[config.mk]
export PLATFORM = sky130hd
export DESIGN_NAME = departure_ordered_queue_top_flat
export DESIGN_NICKNAME = d
export VERILOG_FILES = /design/src/rtl/doq_pkg.sv /design/src/rtl/doq_ifs.sv /design/src/rtl/doq_ram.sv /design/src/rtl/doq_ctrl.sv /design/src/rtl/doq_dp.sv /design/src/rtl/departure_ordered_queue_top.sv /design/src/flat_wrapper.sv
export SDC_FILE = /design/constraint.sdc
export NUM_CORES = 1
export LEC_CHECK = 0
export BUFFER_PORTS_ARGS = -buffer_cell sky130_fd_sc_hd__buf_2
export CORE_ASPECT_RATIO = 1.25
export CORE_UTILIZATION = 30
export CTS_BUF_LIST = sky130_fd_sc_hd__clkbuf_16
export CTS_CLUSTER_DIAMETER = 40
export DETAILED_ROUTE_END_ITERATION = 6
export PLACE_DENSITY_LB_ADDON = 0.08
export SLEW_MARGIN = 20
export SYNTH_ARGS = -nofsm -noshare
export SYNTH_HDL_FRONTEND = slang
export SYNTH_SLANG_ARGS = --single-unit
[constraint.sdc]
create_clock -name clk -period 8.6 [get_ports clk]
set_clock_uncertainty 0.1 [all_clocks]
set_input_delay 0.86 -clock clk [delete_from_list [all_inputs] [get_ports clk]]
set_output_delay 0.86 -clock clk [all_outputs]
set_load 0.01 [all_outputs]
[src/rtl/doq_pkg.sv]
package doq_pkg;

    // Queue geometry and field widths.
    localparam int DEPTH      = 64;
    localparam int KEY_BITS   = 16;
    localparam int ID_BITS    = 8;
    localparam int PTR_BITS   = $clog2(DEPTH);
    localparam int CNT_BITS   = $clog2(DEPTH + 1);
    localparam int ENTRY_BITS = KEY_BITS + ID_BITS;
    localparam int MODE_BITS  = 2;
    localparam int WANT_BITS  = 7;
    localparam int SLOT_BITS  = 6;
    localparam int OCC_BITS   = 7;

    // Operation codes carried by the mode field.
    localparam logic [MODE_BITS-1:0] MODE_RESERVE = 2'd0;
    localparam logic [MODE_BITS-1:0] MODE_POP     = 2'd1;
    localparam logic [MODE_BITS-1:0] MODE_DEPART  = 2'd2;

    // Controller states.
    typedef enum logic [3:0] {
        S_IDLE,
        S_DECODE,
        S_SCAN_RD,
        S_SCAN_CMP,
        S_INSERT,
        S_POP_RD,
        S_POP_OUT,
        S_DEP_RD,
        S_DEP_OUT,
        S_FLAG
    } state_t;

    // Kind of result loaded into the output register.
    typedef enum logic [1:0] {
        RES_INSERT,
        RES_POP,
        RES_DEPART,
        RES_FLAG
    } res_kind_t;

    // Commands from the controller to the datapath.
    typedef struct packed {
        logic      load_item;
        logic      prep;
        logic      rd_prev;
        logic      rd_cur;
        logic      shift_wr;
        logic      ins_wr;
        logic      pop_commit;
        logic      idx_inc;
        logic      emit;
        res_kind_t res;
    } dp_cmd_t;

    // Status from the datapath to the controller.
    typedef struct packed {
        logic [MODE_BITS-1:0] mode;
        logic                 full;
        logic                 empty;
        logic                 fast_append;
        logic                 depart_none;
        logic                 idx_zero;
        logic                 key_le;
        logic                 dep_last;
        logic                 out_free;
    } dp_stat_t;

endpackage

[src/rtl/doq_ifs.sv]
// Request channel: one queue operation.
interface doq_req_if;
    logic                           valid;
    logic                           ready;
    logic [doq_pkg::MODE_BITS-1:0]  mode;
    logic [doq_pkg::ID_BITS-1:0]    agent_id;
    logic [doq_pkg::KEY_BITS-1:0]   leave_key;
    logic [doq_pkg::WANT_BITS-1:0]  depart_count;

    modport source (output valid, mode, agent_id, leave_key, depart_count, input ready);
    modport sink (input valid, mode, agent_id, leave_key, depart_count, output ready);
endinterface

// Result channel: one result of an operation.
interface doq_rsp_if;
    logic                           valid;
    logic                           ready;
    logic [doq_pkg::ID_BITS-1:0]    out_agent;
    logic [doq_pkg::SLOT_BITS-1:0]  out_slot;
    logic [doq_pkg::OCC_BITS-1:0]   occupancy;
    logic                           agent_valid;
    logic                           error;
    logic                           last;

    modport source (output valid, out_agent, out_slot, occupancy, agent_valid, error, last,
                    input ready);
    modport sink (input valid, out_agent, out_slot, occupancy, agent_valid, error, last,
                  output ready);
endinterface

[src/rtl/doq_ram.sv]
module doq_ram #(
    parameter int WIDTH = 8,
    parameter int DEPTH = 64
) (
    input  logic                     clk,
    input  logic                     wr_en,
    input  logic [$clog2(DEPTH)-1:0] wr_addr,
    input  logic [WIDTH-1:0]         wr_data,
    input  logic                     rd_en,
    input  logic [$clog2(DEPTH)-1:0] rd_addr,
    output logic [WIDTH-1:0]         rd_data
);

    logic [WIDTH-1:0] mem_reg [DEPTH];
    logic [WIDTH-1:0] rd_data_reg;

    // One write port and one registered read port; read data holds when idle.
    always_ff @(posedge clk)
    begin
        if (wr_en)
        begin
            mem_reg[wr_addr] <= wr_data;
        end
        if (rd_en)
        begin
            rd_data_reg <= mem_reg[rd_addr];
        end
    end

    assign rd_data = rd_data_reg;

endmodule

[src/rtl/doq_ctrl.sv]
module doq_ctrl (
    input  logic              clk,
    input  logic              rst_n,
    input  logic              in_valid,
    output logic              in_ready,
    input  doq_pkg::dp_stat_t stat,
    output doq_pkg::dp_cmd_t  cmd
);

    import doq_pkg::*;

    state_t state_reg;
    state_t state_next;

    // State register.
    always_ff @(posedge clk or negedge rst_n)
    begin
        if (!rst_n)
        begin
            state_reg <= S_IDLE;
        end
        else
        begin
            state_reg <= state_next;
        end
    end

    // Next-state logic.
    always_comb
    begin
        state_next = state_reg;
        unique case (state_reg)
            S_IDLE:
            begin
                if (in_valid)
                begin
                    state_next = S_DECODE;
                end
            end
            S_DECODE:
            begin
                case (stat.mode)
                    MODE_RESERVE:
                    begin
                        if (stat.full)
                        begin
                            state_next = S_FLAG;
                        end
                        else if (stat.fast_append)
                        begin
                            state_next = S_INSERT;
                        end
                        else
                        begin
                            state_next = S_SCAN_RD;
                        end
                    end
                    MODE_POP:
                    begin
                        state_next = stat.empty ? S_FLAG : S_POP_RD;
                    end
                    MODE_DEPART:
                    begin
                        state_next = stat.depart_none ? S_FLAG : S_DEP_RD;
                    end
                    default:
                    begin
                        state_next = S_FLAG;
                    end
                endcase
            end
            S_SCAN_RD:
            begin
                state_next = stat.idx_zero ? S_INSERT : S_SCAN_CMP;
            end
            S_SCAN_CMP:
            begin
                state_next = stat.key_le ? S_INSERT : S_SCAN_RD;
            end
            S_INSERT, S_POP_OUT, S_FLAG:
            begin
                if (stat.out_free)
                begin
                    state_next = S_IDLE;
                end
            end
            S_POP_RD:
            begin
                state_next = S_POP_OUT;
            end
            S_DEP_RD:
            begin
                state_next = S_DEP_OUT;
            end
            S_DEP_OUT:
            begin
                if (stat.out_free)
                begin
                    state_next = stat.dep_last ? S_IDLE : S_DEP_RD;
                end
            end
            default:
            begin
                state_next = S_IDLE;
            end
        endcase
    end

    // Output logic: handshake and datapath commands.
    always_comb
    begin
        in_ready = 1'b0;
        cmd      = '0;
        cmd.res  = RES_FLAG;
        unique case (state_reg)
            S_IDLE:
            begin
                in_ready      = 1'b1;
                cmd.load_item = in_valid;
            end
            S_DECODE:
            begin
                cmd.prep = 1'b1;
            end
            S_SCAN_RD:
            begin
                cmd.rd_prev = !stat.idx_zero;
            end
            S_SCAN_CMP:
            begin
                cmd.shift_wr = !stat.key_le;
            end
            S_INSERT:
            begin
                cmd.ins_wr = stat.out_free;
                cmd.emit   = stat.out_free;
                cmd.res    = RES_INSERT;
            end
            S_POP_RD, S_DEP_RD:
            begin
                cmd.rd_cur = 1'b1;
            end
            S_POP_OUT:
            begin
                cmd.pop_commit = stat.out_free;
                cmd.emit       = stat.out_free;
                cmd.res        = RES_POP;
            end
            S_DEP_OUT:
            begin
                cmd.idx_inc = stat.out_free;
                cmd.emit    = stat.out_free;
                cmd.res     = RES_DEPART;
            end
            S_FLAG:
            begin
                cmd.emit = stat.out_free;
                cmd.res  = RES_FLAG;
            end
            default:
            begin
                in_ready = 1'b0;
            end
        endcase
    end

endmodule

[src/rtl/doq_dp.sv]
module doq_dp (
    input  logic                           clk,
    input  logic                           rst_n,
    input  logic [doq_pkg::MODE_BITS-1:0]  mode,
    input  logic [doq_pkg::ID_BITS-1:0]    agent_id,
    input  logic [doq_pkg::KEY_BITS-1:0]   leave_key,
    input  logic [doq_pkg::WANT_BITS-1:0]  depart_count,
    input  doq_pkg::dp_cmd_t               cmd,
    output doq_pkg::dp_stat_t              stat,
    doq_rsp_if.source                      rsp
);

    import doq_pkg::*;

    // Captured request.
    logic [MODE_BITS-1:0] mode_reg;
    logic [ID_BITS-1:0]   agent_reg;
    logic [KEY_BITS-1:0]  key_reg;
    logic [WANT_BITS-1:0] want_reg;

    // Queue bookkeeping: occupancy, head of the ring, logical index, run length.
    logic [CNT_BITS-1:0]  count_reg;
    logic [CNT_BITS-1:0]  count_next;
    logic [PTR_BITS-1:0]  head_reg;
    logic [CNT_BITS-1:0]  idx_reg;
    logic [CNT_BITS-1:0]  n_reg;
    logic [CNT_BITS-1:0]  n_calc;

    // Result register.
    logic                 out_valid_reg;
    logic [ID_BITS-1:0]   out_agent_reg;
    logic [SLOT_BITS-1:0] out_slot_reg;
    logic [OCC_BITS-1:0]  occ_reg;
    logic                 agent_valid_reg;
    logic                 error_reg;
    logic                 last_reg;

    // Entry store access.
    logic                  wr_en;
    logic [PTR_BITS-1:0]   wr_addr;
    logic [ENTRY_BITS-1:0] wr_data;
    logic                  rd_en;
    logic [PTR_BITS-1:0]   rd_addr;
    logic [ENTRY_BITS-1:0] rd_data;
    logic [KEY_BITS-1:0]   rd_key;
    logic [ID_BITS-1:0]    rd_agent;
    logic [CNT_BITS-1:0]   rd_idx;
    logic                  out_free;
    logic                  dep_last;

    // Map a logical queue position onto a physical slot of the ring.
    function automatic logic [PTR_BITS-1:0] phys(input logic [PTR_BITS-1:0] head,
                                                 input logic [CNT_BITS-1:0] pos);
        logic [CNT_BITS:0] sum;
        sum = {{(CNT_BITS + 1 - PTR_BITS){1'b0}}, head} + {1'b0, pos};
        if (sum >= (CNT_BITS + 1)'(DEPTH))
        begin
            sum = sum - (CNT_BITS + 1)'(DEPTH);
        end
        return sum[PTR_BITS-1:0];
    endfunction

    assign rd_key   = rd_data[ENTRY_BITS-1:ID_BITS];
    assign rd_agent = rd_data[ID_BITS-1:0];
    assign out_free = !out_valid_reg || rsp.ready;
    assign dep_last = ((CNT_BITS + 1)'(idx_reg) + 1'b1) == (CNT_BITS + 1)'(n_reg);

    // Depart run length, clamped to the occupancy.
    assign n_calc = (32'(want_reg) > 32'(count_reg)) ? count_reg : CNT_BITS'(want_reg);

    // Status toward the controller.
    always_comb
    begin
        stat.mode        = mode_reg;
        stat.full        = count_reg >= CNT_BITS'(DEPTH);
        stat.empty       = count_reg == '0;
        stat.fast_append = (count_reg == '0) || (key_reg == '1);
        stat.depart_none = n_calc == '0;
        stat.idx_zero    = idx_reg == '0;
        stat.key_le      = rd_key <= key_reg;
        stat.dep_last    = dep_last;
        stat.out_free    = out_free;
    end

    // Store ports: reads walk back from the gap or forward from the head.
    always_comb
    begin
        rd_en   = cmd.rd_prev || cmd.rd_cur;
        rd_idx  = cmd.rd_prev ? (idx_reg - 1'b1) : idx_reg;
        rd_addr = phys(head_reg, rd_idx);
        wr_en   = cmd.shift_wr || cmd.ins_wr;
        wr_addr = phys(head_reg, idx_reg);
        wr_data = cmd.ins_wr ? {key_reg, agent_reg} : rd_data;
    end

    doq_ram #(
        .WIDTH (ENTRY_BITS),
        .DEPTH (DEPTH)
    ) u_store (
        .clk     (clk),
        .wr_en   (wr_en),
        .wr_addr (wr_addr),
        .wr_data (wr_data),
        .rd_en   (rd_en),
        .rd_addr (rd_addr),
        .rd_data (rd_data)
    );

    // Occupancy after this cycle's commit.
    always_comb
    begin
        count_next = count_reg;
        if (cmd.ins_wr)
        begin
            count_next = count_reg + 1'b1;
        end
        else if (cmd.pop_commit)
        begin
            count_next = count_reg - 1'b1;
        end
    end

    // Control state: occupancy, ring head and result valid.
    always_ff @(posedge clk or negedge rst_n)
    begin
        if (!rst_n)
        begin
            count_reg     <= '0;
            head_reg      <= '0;
            out_valid_reg <= 1'b0;
        end
        else
        begin
            count_reg <= count_next;
            if (cmd.pop_commit)
            begin
                head_reg <= phys(head_reg, CNT_BITS'(1));
            end
            if (cmd.emit)
            begin
                out_valid_reg <= 1'b1;
            end
            else if (rsp.ready)
            begin
                out_valid_reg <= 1'b0;
            end
        end
    end

    // Request capture and walk index.
    always_ff @(posedge clk)
    begin
        if (cmd.load_item)
        begin
            mode_reg  <= mode;
            agent_reg <= agent_id;
            key_reg   <= leave_key;
            want_reg  <= depart_count;
        end
        if (cmd.prep)
        begin
            idx_reg <= (mode_reg == MODE_RESERVE) ? count_reg : '0;
            n_reg   <= n_calc;
        end
        else if (cmd.shift_wr)
        begin
            idx_reg <= idx_reg - 1'b1;
        end
        else if (cmd.idx_inc)
        begin
            idx_reg <= idx_reg + 1'b1;
        end
    end

    // Result payload.
    always_ff @(posedge clk)
    begin
        if (cmd.emit)
        begin
            occ_reg <= OCC_BITS'(count_next);
            case (cmd.res)
                RES_INSERT:
                begin
                    out_agent_reg   <= agent_reg;
                    out_slot_reg    <= SLOT_BITS'(idx_reg);
                    agent_valid_reg <= 1'b1;
                    error_reg       <= 1'b0;
                    last_reg        <= 1'b1;
                end
                RES_POP:
                begin
                    out_agent_reg   <= rd_agent;
                    out_slot_reg    <= '0;
                    agent_valid_reg <= 1'b1;
                    error_reg       <= 1'b0;
                    last_reg        <= 1'b1;
                end
                RES_DEPART:
                begin
                    out_agent_reg   <= rd_agent;
                    out_slot_reg    <= SLOT_BITS'(idx_reg);
                    agent_valid_reg <= 1'b1;
                    error_reg       <= 1'b0;
                    last_reg        <= dep_last;
                end
                default:
                begin
                    out_agent_reg   <= '0;
                    out_slot_reg    <= '0;
                    agent_valid_reg <= 1'b0;
                    error_reg       <= (mode_reg == MODE_RESERVE) || (mode_reg == MODE_POP);
                    last_reg        <= 1'b1;
                end
            endcase
        end
    end

    assign rsp.valid       = out_valid_reg;
    assign rsp.out_agent   = out_agent_reg;
    assign rsp.out_slot    = out_slot_reg;
    assign rsp.occupancy   = occ_reg;
    assign rsp.agent_valid = agent_valid_reg;
    assign rsp.error       = error_reg;
    assign rsp.last        = last_reg;

`ifndef SYNTHESIS
    // A new result is never loaded over one that has not been taken.
    a_no_overwrite: assert property (@(posedge clk) disable iff (!rst_n)
        cmd.emit |-> (!out_valid_reg || rsp.ready))
        else $error("result register overwritten");

    // An insert only commits while a slot is free.
    a_insert_room: assert property (@(posedge clk) disable iff (!rst_n)
        cmd.ins_wr |-> (count_reg < CNT_BITS'(DEPTH)))
        else $error("insert into full queue");

    // A pop only commits while the queue holds an entry.
    a_pop_held: assert property (@(posedge clk) disable iff (!rst_n)
        cmd.pop_commit |-> (count_reg != '0))
        else $error("pop from empty queue");

    // After an insert or pop commit the occupancy stays within the depth.
    a_count_step: assert property (@(posedge clk) disable iff (!rst_n)
        (cmd.ins_wr || cmd.pop_commit) |=> (count_reg <= CNT_BITS'(DEPTH)))
        else $error("occupancy out of range");
`endif

endmodule

[src/rtl/departure_ordered_queue_top.sv]
// Channel  Role    Payload
// req      sink    mode, agent_id, leave_key, depart_count
// rsp      source  out_agent, out_slot, occupancy, agent_valid, error, last
//
// One request at a time. Reserve appends at once if the queue is empty or the key is all
// ones, else walks back from the tail moving each entry with a larger key up one slot.
// Pop removes the head; depart lists up to depart_count entries from the head, one result per entry.
// Each moved or listed entry costs one registered read of the entry store.
// Reset clears occupancy, head and result valid; the entry store needs no clearing pass.
// A held result waits in the output register; the walk stalls only when a
// further result is due and the register is still full.
module departure_ordered_queue_top (
    input  logic    clk,
    input  logic    rst_n,
    doq_req_if.sink req,
    doq_rsp_if.source rsp
);

    import doq_pkg::*;

    dp_cmd_t  cmd;
    dp_stat_t stat;
    logic     in_ready;

    assign req.ready = in_ready;

    doq_ctrl u_ctrl (
        .clk      (clk),
        .rst_n    (rst_n),
        .in_valid (req.valid),
        .in_ready (in_ready),
        .stat     (stat),
        .cmd      (cmd)
    );

    doq_dp u_dp (
        .clk          (clk),
        .rst_n        (rst_n),
        .mode         (req.mode),
        .agent_id     (req.agent_id),
        .leave_key    (req.leave_key),
        .depart_count (req.depart_count),
        .cmd          (cmd),
        .stat         (stat),
        .rsp          (rsp)
    );

endmodule
[src/flat_wrapper.sv]
// flat-port wrapper written by rule: the top's interface ports become plain ports
module departure_ordered_queue_top_flat import doq_pkg::*;
  (clk, rst_n, req_valid, req_mode, req_agent_id, req_leave_key, req_depart_count, req_ready, rsp_valid, rsp_out_agent, rsp_out_slot, rsp_occupancy, rsp_agent_valid, rsp_error, rsp_last, rsp_ready);
  doq_req_if req_i ();
  doq_rsp_if rsp_i ();
  input  logic clk;
  input  logic rst_n;
  input wire logic [$bits(req_i.valid)-1:0] req_valid;
  input wire logic [$bits(req_i.mode)-1:0] req_mode;
  input wire logic [$bits(req_i.agent_id)-1:0] req_agent_id;
  input wire logic [$bits(req_i.leave_key)-1:0] req_leave_key;
  input wire logic [$bits(req_i.depart_count)-1:0] req_depart_count;
  output wire logic [$bits(req_i.ready)-1:0] req_ready;
  output wire logic [$bits(rsp_i.valid)-1:0] rsp_valid;
  output wire logic [$bits(rsp_i.out_agent)-1:0] rsp_out_agent;
  output wire logic [$bits(rsp_i.out_slot)-1:0] rsp_out_slot;
  output wire logic [$bits(rsp_i.occupancy)-1:0] rsp_occupancy;
  output wire logic [$bits(rsp_i.agent_valid)-1:0] rsp_agent_valid;
  output wire logic [$bits(rsp_i.error)-1:0] rsp_error;
  output wire logic [$bits(rsp_i.last)-1:0] rsp_last;
  input wire logic [$bits(rsp_i.ready)-1:0] rsp_ready;
  assign req_i.valid = req_valid;
  assign req_i.mode = req_mode;
  assign req_i.agent_id = req_agent_id;
  assign req_i.leave_key = req_leave_key;
  assign req_i.depart_count = req_depart_count;
  assign req_ready = req_i.ready;
  assign rsp_valid = rsp_i.valid;
  assign rsp_out_agent = rsp_i.out_agent;
  assign rsp_out_slot = rsp_i.out_slot;
  assign rsp_occupancy = rsp_i.occupancy;
  assign rsp_agent_valid = rsp_i.agent_valid;
  assign rsp_error = rsp_i.error;
  assign rsp_last = rsp_i.last;
  assign rsp_i.ready = rsp_ready;
  departure_ordered_queue_top u_core (.clk(clk), .rst_n(rst_n), .req(req_i), .rsp(rsp_i));
endmodule
==> summary.md <==
| Metric | Value |
|---|---|
| Yosys cell types | 68 |
| CTS tree | yes |
| DRT iter0 DRCs | 2308 |
| Outcome | complete, no violations |
| DR WL/cell | ~30 um |
| Element type at the critical path end | flip-flop |
| Syn Inst Count | 2844 |
| Final net count | between 3000 and 4000 |
| Slew HR | a little under a third |
| Synthesized netlist net count | 2929 |
| Fin. Hold Viols | 0 |
| Site Rows | between 150 and 200 |
| Clk sink count | approximately 1600 |
| Sequential-to-total area share from yosys stat | 76.19% |
| # IOs | 63 |
| Tcrit/Tclk final | around 70% |
| Clock root buffer master | clkbuf_16 |
| DR top layer | met4 |
| Top-count cell post-synth | edfxtp_1 |
| Commonest cells in the netlist | edfxtp_1 (1631), mux4_2 (480), nor2_1 (104) |
| Worst skew pair latency | between 0.8 and 0.9 ns |
| Setup_tns | 0 ns |
| Crit-path max FO | 98 |
| Core footprint | 214700 um2 |
| Share of cells above drive strength 1 | 34.06% |
| First-pass GRT wire length | 261.2 mm |
| # hold bufs at CTS | 1 |
| Worst-path clk slew | 0.06 ns |
| Vias in the first global route | 32370 |
| DRT Pass-1 Iters | 5 |
| Post-synth EDFFs | approximately 1600 |
| #FFs+latches synth | 1649 |
| Met1 Wirelength | ~78 mm |
| Worst Tran Pin Value | between 1 and 1.5 ns |
| Antenna-violating nets left | 0 |
| Initial antenna violation count | 2 |
| Initial core utilization | 30.22% |
| Post-Synthesis Cell Area | about 65000 um2 |
| Crit Path Class | reg2reg |
| Syn. warnings | 0 |
| Die height | 521.9 um |
| RSZ-0062 raised after global routing | no |
| Final min period | 6.042 ns |
| Highest Clock Rate | 0.1655 GHz |
| DR vias | 30370 |
| CTS Buf Count | between 200 and 250 |
| Syn avg cell area | 22.81 um2 |
| WP data required | 9.04 ns |
| H-tree levels | 4 |
| WL met2 | 97.99 mm |
| HP Class | in2reg |
| Yosys top cell area share | about three quarters |
| Horiz. Die Dim | 417.9 um |
| HPWL Detailed | 103.2 mm |
| Max-cap violation count | 0 |
| Synth top area cells | edfxtp_1 (76%), mux4_2 (17%), mux2i_1 (1.2%) |
| Met3 wire len | 6.488 mm |
| Die Area | 218100 um2 |
| PortBufs | 62 |
| Crit path launch type | flip-flop |
| Async set-or-reset flop fraction in the synthesized netlist | 1.092% |
| Clock Tree Buf Depth | 3 |
| GRT Total Usage | 17.21% |
| Final Max Tran Viols | 0 |
| Worst Path Arrival | approximately 6.5 ns |
| Routability Congestion | between 0.8 and 0.9 |
| Yosys top cell by area | edfxtp_1 |
| Primary FF master, synth | edfxtp_1 |
| DRC | 0 |
| Setup Fix Bufs, Post-CTS | 0 |
| Setup Viol. Count Final | 0 |
| WL final | 186.9 mm |
| CTS-repair resized insts | 0 |
| Total grt overflow | 0 |
| Vias/cell | 4.925 |
| Largest net degree at the start of global routing | 99 |
| Max FFs per register | between 1500 and 2000 |
| Layout area overhead | 18.86% |
-- placed cells by master, fill, tap and decap left out, types with 24 or more instances in the layout --
| master | count |
|---|---|
| mux2i_1 | 80 |
| buf_4 | 93 |
| ha_1 | 45 |
| xnor2_1 | 24 |
| inv_1 | 62 |
| inv_6 | 33 |
| nand2_1 | 69 |
| clkbuf_16 | 216 |
| nor2_4 | 65 |
| mux4_2 | 480 |
| buf_2 | 62 |
| edfxtp_1 | 1631 |
| clkinv_1 | 28 |
| nor2_1 | 39 |
| o21ai_0 | 24 |
-- cell families (layout without fill, tap and decap cells) --
logic type / Yosys count / count (layout) / synth area share (%)
XOR/XNOR: 43 / 43 / 0.6037
other: 0 / 4 / 0
buffers and inverters: 175 / 613 / 1.317
multiplexers: 568 / 568 / 18.04
AO/OA/AOI/OAI: 114 / 114 / 1.134
AND/OR/NAND/NOR: 247 / 247 / 1.763
flip-flops: 1649 / 1649 / 76.19
adder cells (fa/ha/maj): 48 / 48 / 0.9490
-- through the flow --
stage          instance area (um2)  worst slack [ns]  util [%]  hold slack (ns)  std cells
6_report                     77110             2.558     35.92           0.1044       6166
5_1_grt                      77100             2.213     35.92          0.04888       6163
4_1_cts                      77040             2.522     35.89          0.01731       6161
3_5_place_dp                 69710             2.544     32.47           0.3775       5758
3_3_place_gp                 69710             2.652     32.47           0.3787       5758
2_1_floorplan                64870             3.434         -           0.3604       2844
-- routing by layer --
layer	up-vias	global-route usage, %
met1	16880	21.76
met3	244	2.656
met5	-	0
met2	635	30.68
li1	12600	-
met4	0	4.307
-- path summary, 6_finish.rpt --
path	slack, ns	to	from	cells after the start
min in group asynchronous	0.46	u_core.u_dp.count_reg[4]$_DFF_PN0_	rst_n	2
min reg2reg	0.38	u_core.u_dp.head_reg[5]$_DFFE_PN0P_	u_core.u_dp.head_reg[5]$_DFFE_PN0P_	1
max reg2reg	2.56	u_core.u_dp.u_store.rd_data[4]$_DFFE_PP_	u_core.u_dp.idx_reg[0]$_DFFE_PP_	13
max in group asynchronous	7.57	u_core.u_dp.head_reg[5]$_DFFE_PN0P_	rst_n	2
min	0.10	u_core.u_dp.want_reg[4]$_DFFE_PP_	req_depart_count[4]	1
max	2.56	u_core.u_dp.u_store.rd_data[4]$_DFFE_PP_	u_core.u_dp.idx_reg[0]$_DFFE_PP_	13
-- layout make-up --
cell class | instances | area [um2]
multi-input combinational | 1020 | 15340
inverter | 44 | 165.2
clock buffer | 216 | 5405
clock inverter | 186 | 1912
timing repair buffer | 167 | 1246
tap | 2880 | 3603
antenna | 4 | 10.01
sequential | 1649 | 49430
fill | 19610 | 137600
-- critical path: stages (launching register included) --
cell	delay, ns
edfxtp_1	0.54
inv_1	0.19
ha_1	0.25
a41oi_2	0.27
nor2b_4	0.31
xnor2_1	0.21
ha_4	0.18
inv_1	0.06
fa_4	1.19
buf_12	0.55
mux4_2	0.44
mux4_2	0.46
mux2i_1	0.70
mux2i_1	0.15
Power is not shown: default switching activity piles up to over one toggle a cycle in this logic, so the estimate is an artifact.
